### config.mk
export PLATFORM = sky130hd
export DESIGN_NAME = integer_to_roman_numeral
export DESIGN_NICKNAME = d
export VERILOG_FILES = /design/src/rtl/irn_pkg.sv /design/src/rtl/irn_fifo.sv /design/src/rtl/irn_front.sv /design/src/rtl/irn_back.sv /design/src/rtl/integer_to_roman_numeral.sv
export SDC_FILE = /design/constraint.sdc
export NUM_CORES = 1
export LEC_CHECK = 0
export BUFFER_PORTS_ARGS = -buffer_cell sky130_fd_sc_hd__buf_4
export CAP_MARGIN = 10
export CORE_AREA = 2 2 146 77
export CTS_CLUSTER_DIAMETER = 80
export CTS_CLUSTER_SIZE = 20
export DETAILED_ROUTE_END_ITERATION = 7
export DIE_AREA = 0 0 148 79
export SLEW_MARGIN = 20
export SYNTH_ARGS = -nofsm -noshare
export SYNTH_HDL_FRONTEND = slang
export SYNTH_SLANG_ARGS = --single-unit
export TNS_END_PERCENT = 1
### constraint.sdc
create_clock -name clk -period 8.7 [get_ports clk]
set_clock_uncertainty 0.05 [all_clocks]
set_input_delay 1.305 -clock clk [delete_from_list [all_inputs] [get_ports clk]]
set_output_delay 1.305 -clock clk [all_outputs]
set_load 0.01 [all_outputs]
### src/rtl/irn_pkg.sv
// Package with the shared types, constants and numeral table of the Roman numeral converter.
package irn_pkg;

  localparam int VALUE_W     = 12;
  localparam int CHAR_W      = 8;
  localparam int STEP_COUNT  = 13;
  localparam int STEP_IDX_W  = 4;
  localparam int QUEUE_DEPTH = 2;
  localparam int OUT_DEPTH   = 2;

  localparam logic [VALUE_W-1:0] MAX_VALUE = 12'd3999;
  localparam logic [CHAR_W-1:0]  NO_CHAR   = 8'd0;

  // One checked item (value and range flag) waiting between the front and the back.
  typedef struct packed {
    logic [VALUE_W-1:0] value;
    logic               range_error;
  } irn_item_t;

  // One result beat.
  typedef struct packed {
    logic [CHAR_W-1:0] symbol_char;
    logic              last;
    logic              range_error;
  } irn_result_t;

  // Value of each table entry, largest first.
  function automatic logic [VALUE_W-1:0] step_value(input logic [STEP_IDX_W-1:0] idx);
    logic [VALUE_W-1:0] v;
    case (idx)
      4'd0:    v = 12'd1000;
      4'd1:    v = 12'd900;
      4'd2:    v = 12'd500;
      4'd3:    v = 12'd400;
      4'd4:    v = 12'd100;
      4'd5:    v = 12'd90;
      4'd6:    v = 12'd50;
      4'd7:    v = 12'd40;
      4'd8:    v = 12'd10;
      4'd9:    v = 12'd9;
      4'd10:   v = 12'd5;
      4'd11:   v = 12'd4;
      4'd12:   v = 12'd1;
      default: v = 12'd1;
    endcase
    return v;
  endfunction

  // First letter of each table entry.
  function automatic logic [CHAR_W-1:0] step_first(input logic [STEP_IDX_W-1:0] idx);
    logic [CHAR_W-1:0] c;
    case (idx)
      4'd0:    c = "M";
      4'd1:    c = "C";
      4'd2:    c = "D";
      4'd3:    c = "C";
      4'd4:    c = "C";
      4'd5:    c = "X";
      4'd6:    c = "L";
      4'd7:    c = "X";
      4'd8:    c = "X";
      4'd9:    c = "I";
      4'd10:   c = "V";
      4'd11:   c = "I";
      4'd12:   c = "I";
      default: c = "I";
    endcase
    return c;
  endfunction

  // Second letter of the subtractive entries, NO_CHAR for the single-letter ones.
  function automatic logic [CHAR_W-1:0] step_second(input logic [STEP_IDX_W-1:0] idx);
    logic [CHAR_W-1:0] c;
    case (idx)
      4'd1:    c = "M";
      4'd3:    c = "D";
      4'd5:    c = "C";
      4'd7:    c = "L";
      4'd9:    c = "X";
      4'd11:   c = "V";
      default: c = NO_CHAR;
    endcase
    return c;
  endfunction

endpackage

### src/rtl/irn_fifo.sv
// Small register-based queue used between the converter's stages and at its output.
module irn_fifo #(
  parameter int W     = 8,
  parameter int DEPTH = 2
) (
  input  logic         clk,
  input  logic         rst_n,
  input  logic         push,
  input  logic [W-1:0] push_data,
  output logic         full,
  input  logic         pop,
  output logic [W-1:0] pop_data,
  output logic         empty
);

  localparam int PTR_W = (DEPTH > 1) ? $clog2(DEPTH) : 1;
  localparam int CNT_W = $clog2(DEPTH + 1);

  logic [W-1:0]     mem_r [DEPTH];
  logic [PTR_W-1:0] wr_ptr_r, wr_ptr_nxt;
  logic [PTR_W-1:0] rd_ptr_r, rd_ptr_nxt;
  logic [CNT_W-1:0] count_r, count_nxt;
  logic             do_push, do_pop;

  assign full     = (count_r == CNT_W'(DEPTH));
  assign empty    = (count_r == '0);
  assign pop_data = mem_r[rd_ptr_r];
  assign do_push  = push && !full;
  assign do_pop   = pop && !empty;

  // Pointer and fill count updates.
  always_comb begin
    wr_ptr_nxt = wr_ptr_r;
    rd_ptr_nxt = rd_ptr_r;
    count_nxt  = count_r;
    if (do_push) begin
      wr_ptr_nxt = (wr_ptr_r == PTR_W'(DEPTH - 1)) ? '0 : wr_ptr_r + 1'b1;
    end
    if (do_pop) begin
      rd_ptr_nxt = (rd_ptr_r == PTR_W'(DEPTH - 1)) ? '0 : rd_ptr_r + 1'b1;
    end
    if (do_push && !do_pop) begin
      count_nxt = count_r + 1'b1;
    end else if (do_pop && !do_push) begin
      count_nxt = count_r - 1'b1;
    end
  end

  always_ff @(posedge clk) begin
    if (!rst_n) begin
      wr_ptr_r <= '0;
      rd_ptr_r <= '0;
      count_r  <= '0;
    end else begin
      wr_ptr_r <= wr_ptr_nxt;
      rd_ptr_r <= rd_ptr_nxt;
      count_r  <= count_nxt;
    end
  end

  // Storage needs no reset.
  always_ff @(posedge clk) begin
    if (do_push) begin
      mem_r[wr_ptr_r] <= push_data;
    end
  end

endmodule

### src/rtl/irn_front.sv
// Front end: accepts input values, flags those out of range and queues them for the back end.
module irn_front #(
  parameter int QUEUE_DEPTH = 2
) (
  input  logic                       clk,
  input  logic                       rst_n,
  input  logic                       in_push,
  input  logic [irn_pkg::VALUE_W-1:0] in_value,
  output logic                       in_full,
  input  logic                       q_pop,
  output irn_pkg::irn_item_t         q_item,
  output logic                       q_empty
);

  import irn_pkg::*;

  irn_item_t item;

  // Zero and values above the largest numeral are reported as errors.
  always_comb begin
    item.value       = in_value;
    item.range_error = (in_value == '0) || (in_value > MAX_VALUE);
  end

  irn_fifo #(
    .W     ($bits(irn_item_t)),
    .DEPTH (QUEUE_DEPTH)
  ) u_queue (
    .clk       (clk),
    .rst_n     (rst_n),
    .push      (in_push),
    .push_data (item),
    .full      (in_full),
    .pop       (q_pop),
    .pop_data  (q_item),
    .empty     (q_empty)
  );

endmodule

### src/rtl/irn_back.sv
// Back end: walks the numeral table for one queued value and emits one letter per beat.
module irn_back #(
  parameter int OUT_DEPTH = 2
) (
  input  logic                        clk,
  input  logic                        rst_n,
  input  irn_pkg::irn_item_t          q_item,
  input  logic                        q_empty,
  output logic                        q_pop,
  input  logic                        out_pop,
  output logic                        out_empty,
  output logic [irn_pkg::CHAR_W-1:0]  out_symbol_char,
  output logic                        out_last,
  output logic                        out_range_error
);

  import irn_pkg::*;

  logic                    busy_r, busy_nxt;
  logic                    err_r, err_nxt;
  logic                    second_r, second_nxt;
  logic [CHAR_W-1:0]       second_char_r, second_char_nxt;
  logic [VALUE_W-1:0]      rem_r, rem_nxt;
  logic [STEP_IDX_W-1:0]   sel;
  logic [VALUE_W-1:0]      rem_sub;
  logic [CHAR_W-1:0]       sel_second;
  logic                    res_push;
  logic                    res_full;
  irn_result_t             res;
  irn_result_t             head;

  // Greedy pick: the largest table entry that still fits into the remainder.
  always_comb begin
    sel = STEP_IDX_W'(STEP_COUNT - 1);
    for (int i = STEP_COUNT - 1; i >= 0; i--) begin
      if (rem_r >= step_value(STEP_IDX_W'(i))) begin
        sel = STEP_IDX_W'(i);
      end
    end
  end

  assign rem_sub    = rem_r - step_value(sel);
  assign sel_second = step_second(sel);

  // A new value is taken only while no conversion is running.
  assign q_pop = !busy_r && !q_empty;

  // Walk control and result beat generation.
  always_comb begin
    busy_nxt        = busy_r;
    err_nxt         = err_r;
    second_nxt      = second_r;
    second_char_nxt = second_char_r;
    rem_nxt         = rem_r;
    res_push        = 1'b0;
    res.symbol_char = NO_CHAR;
    res.last        = 1'b1;
    res.range_error = 1'b0;
    if (!busy_r) begin
      if (!q_empty) begin
        busy_nxt   = 1'b1;
        err_nxt    = q_item.range_error;
        second_nxt = 1'b0;
        rem_nxt    = q_item.value;
      end
    end else if (!res_full) begin
      res_push = 1'b1;
      if (err_r) begin
        res.symbol_char = NO_CHAR;
        res.last        = 1'b1;
        res.range_error = 1'b1;
        busy_nxt        = 1'b0;
      end else if (second_r) begin
        res.symbol_char = second_char_r;
        res.last        = (rem_r == '0);
        second_nxt      = 1'b0;
        busy_nxt        = (rem_r != '0);
      end else begin
        res.symbol_char = step_first(sel);
        rem_nxt         = rem_sub;
        if (sel_second != NO_CHAR) begin
          res.last        = 1'b0;
          second_nxt      = 1'b1;
          second_char_nxt = sel_second;
        end else begin
          res.last = (rem_sub == '0);
          busy_nxt = (rem_sub != '0);
        end
      end
    end
  end

  always_ff @(posedge clk) begin
    if (!rst_n) begin
      busy_r   <= 1'b0;
      second_r <= 1'b0;
    end else begin
      busy_r   <= busy_nxt;
      second_r <= second_nxt;
    end
  end

  always_ff @(posedge clk) begin
    err_r         <= err_nxt;
    second_char_r <= second_char_nxt;
    rem_r         <= rem_nxt;
  end

  // Output queue decouples the walk from a stalled receiver.
  irn_fifo #(
    .W     ($bits(irn_result_t)),
    .DEPTH (OUT_DEPTH)
  ) u_out_queue (
    .clk       (clk),
    .rst_n     (rst_n),
    .push      (res_push),
    .push_data (res),
    .full      (res_full),
    .pop       (out_pop),
    .pop_data  (head),
    .empty     (out_empty)
  );

  assign out_symbol_char = head.symbol_char;
  assign out_last        = head.last;
  assign out_range_error = head.range_error;

endmodule

### src/rtl/integer_to_roman_numeral.sv
// Top level of the integer to Roman numeral converter.
//
// Input channel: a 12-bit value is taken on a clock edge with in_push high and in_full low.
// Result channel: while out_empty is low, the ports show the oldest letter (ASCII), its last
// flag and its range_error flag; the beat is taken on an edge with out_pop high.
// A value from 1 to 3999 gives its subtractive numeral, most significant letter first, with
// last set on the final letter. Zero or a value above 3999 gives one beat with a zero letter,
// last and range_error set.
// A value passes the front queue and the walk registers before its first letter is queued.
// The back end loads a value and emits all its letters (at most fifteen, for 3888) before it
// takes the next; the table walk emits one letter per cycle while the output queue has room.
// The front queue holds QUEUE_DEPTH values, so new values are taken while one is converted.
// When the receiver stalls, the output queue fills, the walk holds, and then the front
// queue fills and in_full rises. Nothing is dropped.
// Reset (rst_n low, synchronous) empties both queues and abandons any conversion in flight.
module integer_to_roman_numeral #(
  parameter int QUEUE_DEPTH = irn_pkg::QUEUE_DEPTH,
  parameter int OUT_DEPTH   = irn_pkg::OUT_DEPTH
) (
  input  logic                        clk,
  input  logic                        rst_n,
  input  logic                        in_push,
  output logic                        in_full,
  input  logic [irn_pkg::VALUE_W-1:0] in_value,
  output logic                        out_empty,
  input  logic                        out_pop,
  output logic [irn_pkg::CHAR_W-1:0]  out_symbol_char,
  output logic                        out_last,
  output logic                        out_range_error
);

  import irn_pkg::*;

  irn_item_t q_item;
  logic      q_empty;
  logic      q_pop;

  irn_front #(
    .QUEUE_DEPTH (QUEUE_DEPTH)
  ) u_front (
    .clk      (clk),
    .rst_n    (rst_n),
    .in_push  (in_push),
    .in_value (in_value),
    .in_full  (in_full),
    .q_pop    (q_pop),
    .q_item   (q_item),
    .q_empty  (q_empty)
  );

  irn_back #(
    .OUT_DEPTH (OUT_DEPTH)
  ) u_back (
    .clk             (clk),
    .rst_n           (rst_n),
    .q_item          (q_item),
    .q_empty         (q_empty),
    .q_pop           (q_pop),
    .out_pop         (out_pop),
    .out_empty       (out_empty),
    .out_symbol_char (out_symbol_char),
    .out_last        (out_last),
    .out_range_error (out_range_error)
  );

endmodule
After elaboration in Yosys (flattened, before gate mapping)
Memories as Yosys holds them, arrays and structs flattened. A register that Yosys moved wholly into a read port is not among the register bits.
Cells that the tools add are included.
{"block": "totals", "mem_count": 4, "romBits": 240, "reg_bits": 31, "output_inout_bits": 12, "ram_bits": 46}
{"block": "op_classes", "mux": 54, "n_eq_ne": 12, "bitwise": 5, "magnitude_cmp": 13, "add_sub_neg": 9, "reduce_logical": 33}
{"name": "(no name shown)", "depth": 16, "word_bits": 10, "rd": 1, "rd_clocked_by_memory_dff": 0, "write_ports": 0, "line": "irn_pkg.sv:30", "rtl": "case (idx)"}
{"name": "(no name shown)", "depth": 16, "word_bits": 5, "rd": 1, "rd_clocked_by_memory_dff": 0, "write_ports": 0, "line": "irn_pkg.sv:52", "rtl": "case (idx)"}
{"name": "u_front.u_queue.mem_r", "depth": 2, "word_bits": 13, "rd": 1, "rd_clocked_by_memory_dff": 1, "write_ports": 1, "line": "irn_fifo.sv:19", "rtl": "logic [W-1:0] mem_r [DEPTH];"}
{"name": "u_back.u_out_queue.mem_r", "depth": 2, "word_bits": 10, "rd": 1, "rd_clocked_by_memory_dff": 1, "write_ports": 1, "line": "irn_fifo.sv:19"}
{"op": "two-way mux 12 bit", "n": 5}
{"op": "one-hot mux 7 bit (6 select lines)", "n": 1}
{"op": "zero test 12 bit", "n": 3}
{"op": "two-way mux 4 bit", "n": 8}
{"op": "two-way mux 1 bit", "n": 28}
{"op": ">= comparator 12 x 10 -> 1 bit (second input constant)", "n": 2}
{"op": ">= comparator 12 x 3 -> 1 bit (second input constant)", "n": 2}
{"op": ">= comparator 12 x 4 -> 1 bit (second input constant)", "n": 2}
{"op": ">= comparator 12 x 6 -> 1 bit (second input constant)", "n": 2}
{"op": ">= comparator 12 x 7 -> 1 bit (second input constant)", "n": 2}
{"op": ">= comparator 12 x 9 -> 1 bit (second input constant)", "n": 2}
{"op": "nonzero test 12 bit", "n": 2}
{"op": "two-way mux 10 bit", "n": 2}
{"op": "two-way mux 9 bit", "n": 2}
{"op": "> comparator 12 bit (second input constant)", "n": 1}
{"op": "two-way mux 3 bit", "n": 4}
{"op": "subtractor 12 bit", "n": 1}
{"op": "logical AND 1 bit", "n": 9}
{"op": "zero test 1 bit", "n": 9}
{"op": "equality test 4 x 3 -> 1 bit (second input constant)", "n": 2}
{"op": "equality test 4 bit (second input constant)", "n": 2}
{"op": "two-way mux 2 bit", "n": 4}
{"op": "inequality test 2 bit (second input constant)", "n": 4}
{"op": "nonzero test 8 bit", "n": 1}
{"op": "14 further kinds", "n": 26}

Depth between registers and ports, before layout
Gate-level depths: netlist of run 1.
{"block": "logic_depth", "depth_word": 21, "ltp_mapped": 20, "ltp_nobuf": 19}

Cells and area by module
A second synthesis of run 1 with hierarchy kept.
{"block": "unflattened", "hier_cells": 372, "area_unflattened_um2": 4302.9}
{"mod": "irn_back", "seq_area_each_um2": 610.6, "area_each_um2": 2144.6, "instances": 1, "cells_each": 243}
{"mod": "irn_fifo (u_front.u_queue)", "seq_area_each_um2": 880.8, "area_each_um2": 1166.1, "instances": 1, "cells_each": 65}
{"mod": "irn_fifo (u_back.u_out_queue)", "seq_area_each_um2": 700.7, "area_each_um2": 945.9, "instances": 1, "cells_each": 57}
{"mod": "irn_front", "seq_area_each_um2": 0.0, "area_each_um2": 46.3, "instances": 1, "cells_each": 7}

Least setup slack after synthesis of run 1
Ideal clock, no wire load.
{"block": "synth_timing", "path_type": "register to register", "from": "register u_back.rem_r[3]", "to": "memory u_back.u_out_queue.mem_r[0][1] (netlist bit), data pin", "setup_ns": 0.134, "path_buffers": 1, "synth_period_minus_slack_ns": 4.432, "t_arrival_ns": 4.248, "stages_incl_launch_ff": 18, "setup_slack_ns": 4.268, "path_cell_list": "edfxtp_1 buf_6 or3_1 a2111oi_2 o221ai_1 a21oi_2 nor2_1 ha_1 nor3_1 a21oi_1 ha_1 a21o_1 or4_1 o22a_1 xor2_1 or3_1 nor3_1 or3_1"}
{"element": "from (decl)", "line": "irn_back.sv:23", "rtl": "logic [VALUE_W-1:0] rem_r, rem_nxt;"}
{"element": "from (signal assigned)", "line": "irn_back.sv:106", "rtl": "rem_r <= rem_nxt;"}
{"element": "to (decl)", "line": "irn_fifo.sv:19"}

==> results of run 1 <==
final cells by class:
class / count / area [um2] / share of cell area
Inverter: 21 / 78.83 / 0.01667
Clock buffer: 10 / 229.0 / 0.04843
Multi-Input combinational cell: 268 / 1836 / 0.3882
Clock inverter: 5 / 128.9 / 0.02726
Sequential cell: 73 / 2072 / 0.4382
Tap cell: 145 / 181.4 / 0.03837
Timing Repair Buffer: 27 / 202.7 / 0.04287
how the worst max path moves through the flow:
stage	from	to	cells after the start
floorplan	u_back.rem_r[3]	u_back.u_out_queue.mem_r[0][1]	17
finish	u_back.rem_r[11]	u_back.u_out_queue.mem_r[1][1]	16
global route	u_back.rem_r[11]	u_back.u_out_queue.mem_r[0][1]	17
global placement	u_back.rem_r[10]	u_back.u_out_queue.mem_r[0][1]	16
detailed placement	u_back.rem_r[11]	u_back.u_out_queue.mem_r[0][1]	16
CTS	u_back.rem_r[11]	u_back.u_out_queue.mem_r[0][1]	16
registers in the layout (all words and copies together) (netlist names), named ones only:
register and count:
u_front.u_queue.mem_r 26, u_back.u_out_queue.mem_r 16, u_back.rem_r 12, u_back.second_char_r 6, u_back.u_out_queue.count_r 2, u_front.u_queue.count_r 2, u_back.busy_r 1, u_back.err_r 1
u_back.second_r 1, u_back.u_out_queue.rd_ptr_r 1, u_back.u_out_queue.wr_ptr_r 1, u_front.u_queue.rd_ptr_r 1, u_front.u_queue.wr_ptr_r 1
metrics by stage:
step,hold WS (ns),cells,total power [mW],setup slack (ns)
floorplan,0.4372,381,1.316,4.268
global placement,0.4641,534,1.540,3.465
detailed placement,0.4872,534,1.562,3.318
CTS,0.5052,549,2.012,3.280
global route,0.5185,549,2.153,2.917
finish,0.4977,549,2.014,3.216
power groups by stage:
| stage | Combinational, mW | Sequential, mW | Clock (mW) |
|---|---|---|---|
| 5_1_grt | 1.03 | 0.657 | 0.465 |
| 3_5_place_dp | 0.918 | 0.643 | 0 |
| 6_report | 0.930 | 0.639 | 0.445 |
| 3_3_place_gp | 0.903 | 0.638 | 0 |
| 2_1_floorplan | 0.747 | 0.569 | 0 |
| 4_1_cts | 0.924 | 0.636 | 0.452 |
cell usage after synthesis, types with 7 or more instances:
cell       n
nor2_1    23
a21oi_1   20
o21ai_0   19
xnor2_1    8
a211oi_1   7
mux2_2     9
nand2_1   26
dfxtp_1   12
nor2b_1    7
edfxtp_1  61
clkbuf_1  12
ha_1      17
inv_1     19
mux2i_1    8
or3_1     14
and2_1    12
nor3_1    15
metal layers:
metal  global-route usage  vias up
met5                    0        -
met4              0.04667        0
met3              0.04598       12
met2               0.2185       99
met1               0.2430     1413
li1                     -     1456
logic make-up (layout without fill, tap and decap cells):
| family | after synthesis | after routing | share of synthesized area |
|---|---|---|---|
| other | 1 | 2 | 0.0009216 |
| xor gates and xnor gates | 12 | 12 | 0.02583 |
| adders and majority gates | 18 | 18 | 0.05719 |
| buffers and inverters | 40 | 63 | 0.04182 |
| and+or+nand+nor | 131 | 131 | 0.1713 |
| DFF | 73 | 73 | 0.5092 |
| AOI/OAI and AO/OA | 88 | 88 | 0.1491 |
| muxes | 17 | 17 | 0.04459 |
critical path, delay by kind of cell (launching register included):
family          cells  cell delay (ns)
fa+ha+maj           2             0.72
compound gates      6             1.55
flops               1             0.50
simple gates        8             2.53
==> qor.yml, run 1 <==
crit_chain: "nor3_4 -> nand2_1 -> a211oi_2 -> a21oi_2 -> nor2_1 -> ha_1 -> nor3_1 -> a21oi_1 -> ha_1 -> a21o_1 -> or4_1 -> o22a_1 -> o311ai_0 -> nand3_1 -> nor3_1 -> or3_1"
overflow: 0
slew_viol_final: 0
area_growth_pct: 16.21
worstSetupPathType: "reg -> reg"
min_path_type: "reg -> reg"
fin_crit_ns: 5.484
tightest_slew_ns: 0.9213
p_comb_frac: 0.461
ys_seq_area_frac: 0.5092
clkSinkCount: 73
synth.avg_cell_area_um2: 10.71
initial_core_util: 0.3860
nFillCells: 1009
finalNetCount: 434
dr.max_layer_used: "met4"
fin_area_um2: 4728
slew_headroom: 0.3850
crit_slowest_cell: "edfxtp_1"
synthFlopType: "edfxtp_1"
reg2reg_setup_slack_ns: 3.22
cts_max_path_buffers: 2
dp_hpwl_um: 6599
htree_levels: 3
core-area_um2: 10540
met1_length_um: 4619
die_area_um2: 11690
grt_pass1_wl_um: 14460
timing.rr.start: "u_back.rem_r[11]"
p_seq_frac: 0.317
final_antenna_net_count: 0
synth_cell_type_count: 64
max_stage_delay_ns: 0.50
tritoncts: "yes"
cts-root-buf: "clkbuf_16"
status: "complete, no violations"
finalSetupViolCount: 0
synthArstFlopShare: 0
grt_pass1_vias: 2767
drtPass1Iterations: 5
final_hold_viol_count: 0
power.density_nw_per_um2: 426.0
cts_setup_buffers: 0
worstSetupStartpointType: "flip-flop"
synth_seq_cells: 73
p_sw_mw: 0.7988
syn-cell-area_um2: 4069
finalCritPeriodShare: 0.6303
rsz0062_at_grt: "no"
fp.dieW_um: 148
grt_use_total: 0.1602
die_h_um: 79
portBuffers: 25
maxCapViolations: 0
rr_endpoint: "u_back.u_out_queue.mem_r[1][1]"
leakagePower_nw: 1.749
drtIter0Drc: 309
insertion_delay_ns: 0.33
row_count: 27
vdd_drop_max_v: 0.0002229
cts_buffers: 9
setup-tns-final_ns: 0
worstPathArrival_ns: 5.63
final_cell_mix: "edfxtp_1, buf_4, nand2_1"
antenna_found_initial: 0
drt_wl_total_um: 8864
hold_path_depth: 1
drive_gt1_frac: 0.1559
synthCells: 380
io_pins: 28
crit_required_ns: 8.85
diodes: 0
hold_path_end: "u_back.err_r"
drc: 0
clkPwrFrac: 0.221
grt_max_degree: 29
avgRoutedWirePerCell_um: 16.15
cts_hold_buf: 0
critPathMaxFanout: 7
max_freq_mhz: 182.4
min_from: "u_front.u_queue.mem_r[0][0]"
wl_met3_um: 667
yosys-top-cells-area: "edfxtp_1, dfxtp_1, ha_1"
vias: 2980
wl_met2_um: 3476
vias_per_cell: 5.428
final_common_cell: "edfxtp_1"
p_int_mw: 1.215
reg2reg_depth: 16
endpoint_kind: "flip-flop"
synth_edf_count: 61
final_util: 0.4486
cts_resized: 0
ys_warn_count: 0
cts.clk_slew.worst_paths_ns: 0.06
swShare: 0.3966
synth_top_area_cell: "edfxtp_1"
synth_top_area_share: 0.4502
place.gp.congestion: 0.9128
placed_area_um2: 4365
No activity file was read; power rests on OpenSTA's default activity.
==> run 2: changes to the inputs <==
--- a/config.mk
+++ b/config.mk
@@ -5,6 +5,7 @@
 export SDC_FILE = /design/constraint.sdc
 export NUM_CORES = 1
 export LEC_CHECK = 0
+export ABC_AREA = 1
 export BUFFER_PORTS_ARGS = -buffer_cell sky130_fd_sc_hd__buf_4
 export CAP_MARGIN = 10
 export CORE_AREA = 2 2 146 77
==> constraint.sdc (replaced) <==
create_clock -name clk -period 5.4 [get_ports clk]
set_clock_uncertainty 0.05 [all_clocks]
set_input_delay 0.81 -clock clk [delete_from_list [all_inputs] [get_ports clk]]
set_output_delay 0.81 -clock clk [all_outputs]
set_load 0.01 [all_outputs]
==> run 2 against run 1 <==
Compared with the run above:
- critical path depth is 8 higher
- largest cell class unchanged
- sequential power rose by 54%
- non-clock buffer count decreased by 1
- sequential share of layout area grew 0.19 points
==> qor.yml, run 2 <==
min_from: "u_front.u_queue.rd_ptr_r"
nFillCells: 1024  # +1.5%
top_regs: "u_front.u_queue.mem_r: 26 flops, u_back.u_out_queue.mem_r: 16 flops, u_back.rem_r: 12 flops"
drt_wl_total_um: 8926  # +0.70%
drc: 0  # unchanged
drive_gt1_frac: 0.1581  # +0.002179
cts_setup_buffers: 0  # unchanged
diodes: 0  # unchanged
finalNetCount: 497  # +15%
synthArstFlopShare: 0  # unchanged
ys_seq_area_frac: 0.5106  # +0.001413
synth_top_area_cell: "edfxtp_1"
grt_pass1_vias: 2855  # +3.2%
worstSetupStartpointType: "flip-flop"
slew_viol_final: 0  # unchanged
avgRoutedWirePerCell_um: 14.56  # -9.8%
yosys-mux-area-fraction: 0.04687  # +0.002282
cp-startpoint: "u_back.rem_r[10]"
reg2reg_depth: 24  # +8
initial_core_util: 0.3850  # -0.001068
grt_max_degree: 24  # -17%
maxCapViolations: 0  # unchanged
largest_register_ffs: 26  # unchanged
endpoint_kind: "flip-flop"
placed_area_um2: 4388  # +0.52%
worstPathArrival_ns: 4.23  # -1.40 ns
synthFlopType: "edfxtp_1"
cts-root-buf: "clkbuf_16"
syn-cell-area_um2: 4058  # -0.28%
finalCritPeriodShare: 0.7842  # +0.1538
place.gp.congestion: 0.9495  # +4.0%
antenna_found_initial: 0  # unchanged
cts.clk_slew.worst_paths_ns: 0.06  # about the same
synth_edf_count: 61  # unchanged
insertion_delay_ns: 0.33  # about the same
synthSimpleGateAreaFrac: 0.1779  # +0.006642
critPathMaxFanout: 9  # +2
yosysMostFrequentCell: "nand2_1"
final_antenna_net_count: 0  # unchanged
cts_resized: 0  # unchanged
synth.avg_cell_area_um2: 9.328  # -13%
cts_buffers: 9  # unchanged
vdd_drop_max_v: 0.0002764  # +24%
crit_required_ns: 5.39  # -3.46 ns
clkSinkCount: 73  # unchanged
io_pins: 28  # unchanged
fin_crit_ns: 4.235  # -1.249 ns
synth_compound_area_frac: 0.1206  # -0.02857
final_common_cell: "nand2_1"
final_cell_mix: "nand2_1, edfxtp_1, inv_1"
cts_hold_buf: 0  # unchanged
finalSetupViolCount: 0  # unchanged
ys_top_cells_by_count: "nand2_1, edfxtp_1, inv_1"
cpMostUsedCell: "nand2_1"
die_h_um: 79  # unchanged
synth_top_family_by_area: "simple AND/OR/NAND/NOR gates"
ys_warn_count: 0  # unchanged
status: "complete, no violations"
power.density_nw_per_um2: 667.2  # +57%
worstSetupPathType: "reg -> reg"
yosys-top-cells-area: "edfxtp_1, nand2_1, dfxtp_1"
crit_slowest_cell: "edfxtp_1"
synthCells: 435  # +14%
die_area_um2: 11690  # unchanged
min_path_type: "reg -> reg"
drtPass1Iterations: 4  # -1
synth-xor-area-share: 0.02158  # -0.004245
htree_levels: 3  # unchanged
vias_per_cell: 5.002  # -7.9%
synth_top_area_share: 0.4514  # +0.001249
synth_cell_type_count: 41  # -36%
leakagePower_nw: 1.942  # +11%
rsz0062_at_grt: "no"
slew_headroom: 0.4621  # +0.07714
timing.rr.start: "u_back.rem_r[10]"
fin_area_um2: 4708  # -0.42%
max_stage_delay_ns: 0.45  # -0.05 ns
dp_hpwl_um: 6960  # +5.5%
area_growth_pct: 16.03
overflow: 0  # unchanged
multi_input_area_um2: 1734  # -5.5%
hold_path_depth: 1  # unchanged
grt_pass1_wl_um: 14830  # +2.6%
largest-register: "u_front.u_queue.mem_r"
max_freq_mhz: 236.2  # +30%
setup-tns-final_ns: 0  # unchanged
tightest_slew_ns: 0.8039  # -0.1174 ns
seqCellArea_um2: 2072  # unchanged
tritoncts: "yes"
vias: 3066  # +2.9%
drtIter0Drc: 179  # -42%
fp.dieW_um: 148  # unchanged
crit_chain: "nor2_2 -> nand2_2 -> inv_2 -> nand2_2 -> nor2_8 -> inv_2 -> o21ai_0 -> nand2_1 -> inv_1 -> ha_1 -> inv_1 -> o21ai_0 -> inv_1 -> ha_1 -> nand2_1 -> o21ai_2 -> a21oi_1 -> o21ai_1 -> nand2_1 -> nand2_1 -> xor2_1 -> nor2_1 -> nand3_1 -> nand3_1"
core-area_um2: 10540  # unchanged
grt_use_total: 0.1646  # +0.004329
row_count: 27  # unchanged
synth-adder-area-share: 0.05735  # +0.0001587
final_hold_viol_count: 0  # unchanged
cts_max_path_buffers: 2  # unchanged
portBuffers: 25  # unchanged
synth_seq_cells: 73  # unchanged
-- run 2: layout make-up --
cell class                      count  area share
Inverter                           56     0.04465
Multi-Input combinational cell    297      0.3683
Clock inverter                      5     0.01302
Tap cell                          145     0.03853
Timing Repair Buffer               26     0.04146
Sequential cell                    73      0.4401
Clock buffer                       11     0.05395
-- run 2: path summary, 6_finish.rpt --
| check | slack [ns] | to |
|---|---|---|
| setup / recovery | 1.17 | u_back.u_out_queue.mem_r[1][1] |
| setup reg to reg | 1.17 | u_back.u_out_queue.mem_r[1][1] |
| hold / removal | 0.40 | u_front.u_queue.rd_ptr_r |
| hold reg to reg | 0.40 | u_front.u_queue.rd_ptr_r |
-- run 2: logic make-up (layout without fill, tap and decap cells) --
logic type               Yosys count  count (layout)
AND/OR/NAND/NOR                  163             163
AO/OA/AOI/OAI                     86              86
multiplexers                      18              18
XOR/XNOR                          10              10
flip-flops                        73              73
adder cells (fa/ha/maj)           18              18
other                              1               2
buffers and inverters             66              98
-- run 2: report_power, final --
group / internal (mW) / switching (mW)
combinational: 0.554 / 0.986
clock: 0.388 / 0.227
sequential: 0.829 / 0.157
-- run 2: metal layers --
| layer | vias to the layer above | GRT usage | wire (um) |
|---|---|---|---|
| met4 | 0 | 0.03714 | 63 |
| met5 | - | 0 | 0 |
| li1 | 1540 | - | - |
| met1 | 1408 | 0.2615 | 4955 |
| met2 | 110 | 0.2116 | 3220 |
| met3 | 8 | 0.05230 | 686 |
-- run 2: critical path, delay by kind of cell, from the launching register on --
kind / cells / cell delay (ns)
adders and majority gates: 2 / 0.44
and+or+nand+nor: 11 / 1.27
AOI/OAI and AO/OA: 5 / 1.00
xor gates and xnor gates: 1 / 0.19
DFF: 1 / 0.45
buffers and inverters: 5 / 0.51
-- run 2: per-stage QoR --
| step | hold WS [ns] | power [mW] | utilization | instances | setup slack, ns |
|---|---|---|---|---|---|
| finish | 0.4048 | 3.141 | 0.4467 | 613 | 1.166 |
| global route | 0.4435 | 3.396 | 0.4467 | 613 | 0.7326 |
| CTS | 0.4012 | 3.129 | 0.4462 | 613 | 1.231 |
| detailed placement | 0.3923 | 2.499 | 0.4163 | 597 | 1.245 |
| global placement | 0.3846 | 2.490 | 0.4163 | 597 | 1.229 |
| floorplan | 0.3757 | 2.089 | - | 436 | 1.775 |
==> run 3: changes to the inputs <==
--- a/config.mk
+++ b/config.mk
@@ -5,7 +5,7 @@
 export SDC_FILE = /design/constraint.sdc
 export NUM_CORES = 1
 export LEC_CHECK = 0
-export ABC_AREA = 1
+export ABC_AREA = 0
 export BUFFER_PORTS_ARGS = -buffer_cell sky130_fd_sc_hd__buf_4
 export CAP_MARGIN = 10
 export CORE_AREA = 2 2 146 77
==> constraint.sdc (replaced) <==
create_clock -name clk -period 4.1 [get_ports clk]
set_clock_uncertainty 0.05 [all_clocks]
set_input_delay 0.615 -clock clk [delete_from_list [all_inputs] [get_ports clk]]
set_output_delay 0.615 -clock clk [all_outputs]
set_load 0.01 [all_outputs]
==> run 3 against run 2 <==
Compared with the run above:
- the flow now finishes with violations (negative setup slack)
- die area did not move
- via count is 9.3% higher
- fmax decreased by 4.0%
- non-clock buffer count rose by 89
- combinational power rose by 140%
- flip-flop and latch count is the same
- routed wire length rose by 21%
- setup slack worse by 1.5 ns
- final cell count up 4.1%
==> qor.yml, run 3 (synthesized netlist as in run 1, its figures left out) <==
cpLargestDelayFamily: "simple AND/OR/NAND/NOR gates"
initial_core_util: 0.3860  # +0.001068
post-place-ws_ns: -0.4623  # -1.707 ns
instances_no_fill: 638  # +4.1%
vias: 3352  # +9.3%
final_util: 0.5288  # +0.08215
finalWorstSetupSlack_ns: -0.3102  # -1.476 ns
die_area_um2: 11690  # unchanged
placedCellCount: 602  # +0.84%
max_stage_delay_ns: 0.44  # about the same
critPathMaxFanout: 5  # -4
vdd_drop_max_v: 0.0004732  # +71%
portBuffers: 25  # unchanged
area_growth_pct: 36.99
worstSetupStartpointType: "flip-flop"
vias_per_cell: 5.254  # +5.0%
finalCritPeriodShare: 1.076  # +0.2915
avgRoutedWirePerCell_um: 16.87  # +16%
worstPathArrival_ns: 4.43  # +0.20 ns
status: "finished with violations"
min_path_type: "in -> reg"
insertion_delay_ns: 0.34  # about the same
multi_input_area_um2: 2085  # +20%
violations: "negative setup slack"
reg2reg_depth: 19  # -21%
drive_gt1_frac: 0.3874  # +0.2293
cts-root-buf: "clkbuf_16"
clkSinkCount: 73  # unchanged
fp.dieW_um: 148  # unchanged
maxCapViolations: 0  # unchanged
grt_max_degree: 29  # +21%
final_common_cell: "buf_4"
tightest_slew_ns: 0.8144  # +0.01053 ns
tritoncts: "yes"
crit_required_ns: 4.12  # -1.27 ns
power.density_nw_per_um2: 1013  # +52%
htree_levels: 3  # unchanged
worstSetupPathType: "reg -> reg"
hold_path_depth: 1  # unchanged
cts.clk_slew.worst_paths_ns: 0.06  # about the same
drtPass1Iterations: 5  # +1
path_buf_inv: 3  # -2
cts_max_path_buffers: 2  # unchanged
final_hold_viol_count: 0  # unchanged
slew_headroom: 0.4551  # -0.007048
final_cell_mix: "buf_4, edfxtp_1, nand2_1"
cts_hold_buf: 0  # unchanged
place.gp.congestion: 0.9023  # -5.0%
finalNetCount: 522  # +5.0%
antenna_found_initial: 0  # unchanged
grt_pass1_wl_um: 16670  # +12%
whs_ns: 0.4195  # +0.01469 ns
largest_register_ffs: 26  # unchanged
grt_pass1_vias: 3198  # +12%
endpoint_kind: "flip-flop"
reg2reg_setup_slack_ns: -0.31  # -1.48 ns
cp_num_cells: 19  # -21%
top_regs: "u_front.u_queue.mem_r: 26 flops, u_back.u_out_queue.mem_r: 16 flops, u_back.rem_r: 12 flops"
slew_viol_final: 0  # unchanged
nFillCells: 928  # -9.4%
diodes: 0  # unchanged
fin_crit_ns: 4.410  # +0.1757 ns
row_count: 27  # unchanged
max_freq_mhz: 226.7  # -4.0%
io_pins: 28  # unchanged
leakagePower_nw: 2.203  # +13%
core-area_um2: 10540  # unchanged
rsz0062_at_grt: "yes"
drc: 0  # unchanged
crit_slowest_cell: "edfxtp_1"
drtIter0Drc: 198  # +11%
grt_use_total: 0.1871  # +0.02252
finalSetupViolCount: 7  # +7
seqCellArea_um2: 2072  # unchanged
largest-register: "u_front.u_queue.mem_r"
crit_chain: "buf_4 -> or3_4 -> a2111oi_4 -> o221ai_2 -> a21oi_2 -> nor2_4 -> ha_4 -> nor3_4 -> o21bai_4 -> inv_1 -> ha_1 -> nand2b_1 -> a211oi_2 -> buf_4 -> o22ai_1 -> xnor2_1 -> or3_4 -> nor3_4 -> or3_1"
overflow: 0  # unchanged
die_h_um: 79  # unchanged
cts_buffers: 9  # unchanged
final_antenna_net_count: 0  # unchanged
drt_wl_total_um: 10760  # +21%
dp_hpwl_um: 7527  # +8.1%
-- run 3: changes by cell type in the layout (fill, tap and decap cells not counted), sizes merged, moves of 5 or more --
| cell | before | now |
|---|---|---|
| nor3 | 4 | 17 |
| or3 | 0 | 14 |
| nand2 | 89 | 26 |
| inv | 57 | 23 |
| o21ai | 36 | 20 |
| a21oi | 37 | 21 |
| nor2 | 44 | 23 |
| xnor2 | 3 | 8 |
| a211oi | 0 | 8 |
| buf | 26 | 115 |
| nor2b | 0 | 7 |
| and2 | 0 | 12 |
| nand3 | 17 | 6 |
-- run 3: power by group --
group	internal (mW)	switching [mW]	total [mW]
Combinational	1.83	1.80	3.63
Clock	0.449	0.306	0.755
Sequential	1.09	0.175	1.26
-- run 3: path summary, 6_finish.rpt --
path                                               startpoint                             end
worst max-delay path                          u_back.rem_r[4]  u_back.u_out_queue.mem_r[0][1]
worst min-delay path                              in_value[4]     u_front.u_queue.mem_r[1][5]
worst max register to register                u_back.rem_r[4]  u_back.u_out_queue.mem_r[0][1]
worst min register to register  u_back.u_out_queue.count_r[1]   u_back.u_out_queue.count_r[1]
-- run 3: worst reg2reg max path, delay by kind of cell (launching register included) --
kind	cells	cell delay, ns
AOI/OAI and AO/OA	6	1.16
xor gates and xnor gates	1	0.28
adders and majority gates	2	0.54
buffers and inverters	3	0.41
DFF	1	0.44
and+or+nand+nor	7	1.28
-- run 3: metal layers --
metal  up-vias  GRT usage  wire, um
met5         -          0         0
met4         0    0.04381        86
met3         8    0.06322       836
met2       122     0.2597      4378
met1      1584     0.2786      5459
li1       1638          -         -
-- run 3: final cells by class --
class / instances / area share
Multi-Input combinational cell: 268 / 0.3740
Sequential cell: 73 / 0.3717
Timing Repair Buffer: 115 / 0.1556
Clock buffer: 11 / 0.04557
Tap cell: 145 / 0.03255
Inverter: 21 / 0.01414
Clock inverter: 5 / 0.006510
-- run 3: repair_timing --
item	4_1_cts	5_1_grt
buffers inserted	12	8
pin swaps	20	13
gates cloned	0	0
endpoints found under the setup margin	8	10
gates resized for setup	28	21
-- run 3: through the flow --
stage                     area, um2  setup TNS, ns  total power, mW
final                          5574         -1.104            5.645
after global routing           5574         -2.174            6.002
after CTS                      5423        -0.7674            5.342
after detailed placement       4911         -1.551            4.189
after global placement         4911        -0.8912            4.142
after floorplan                4108        -0.2976            2.834
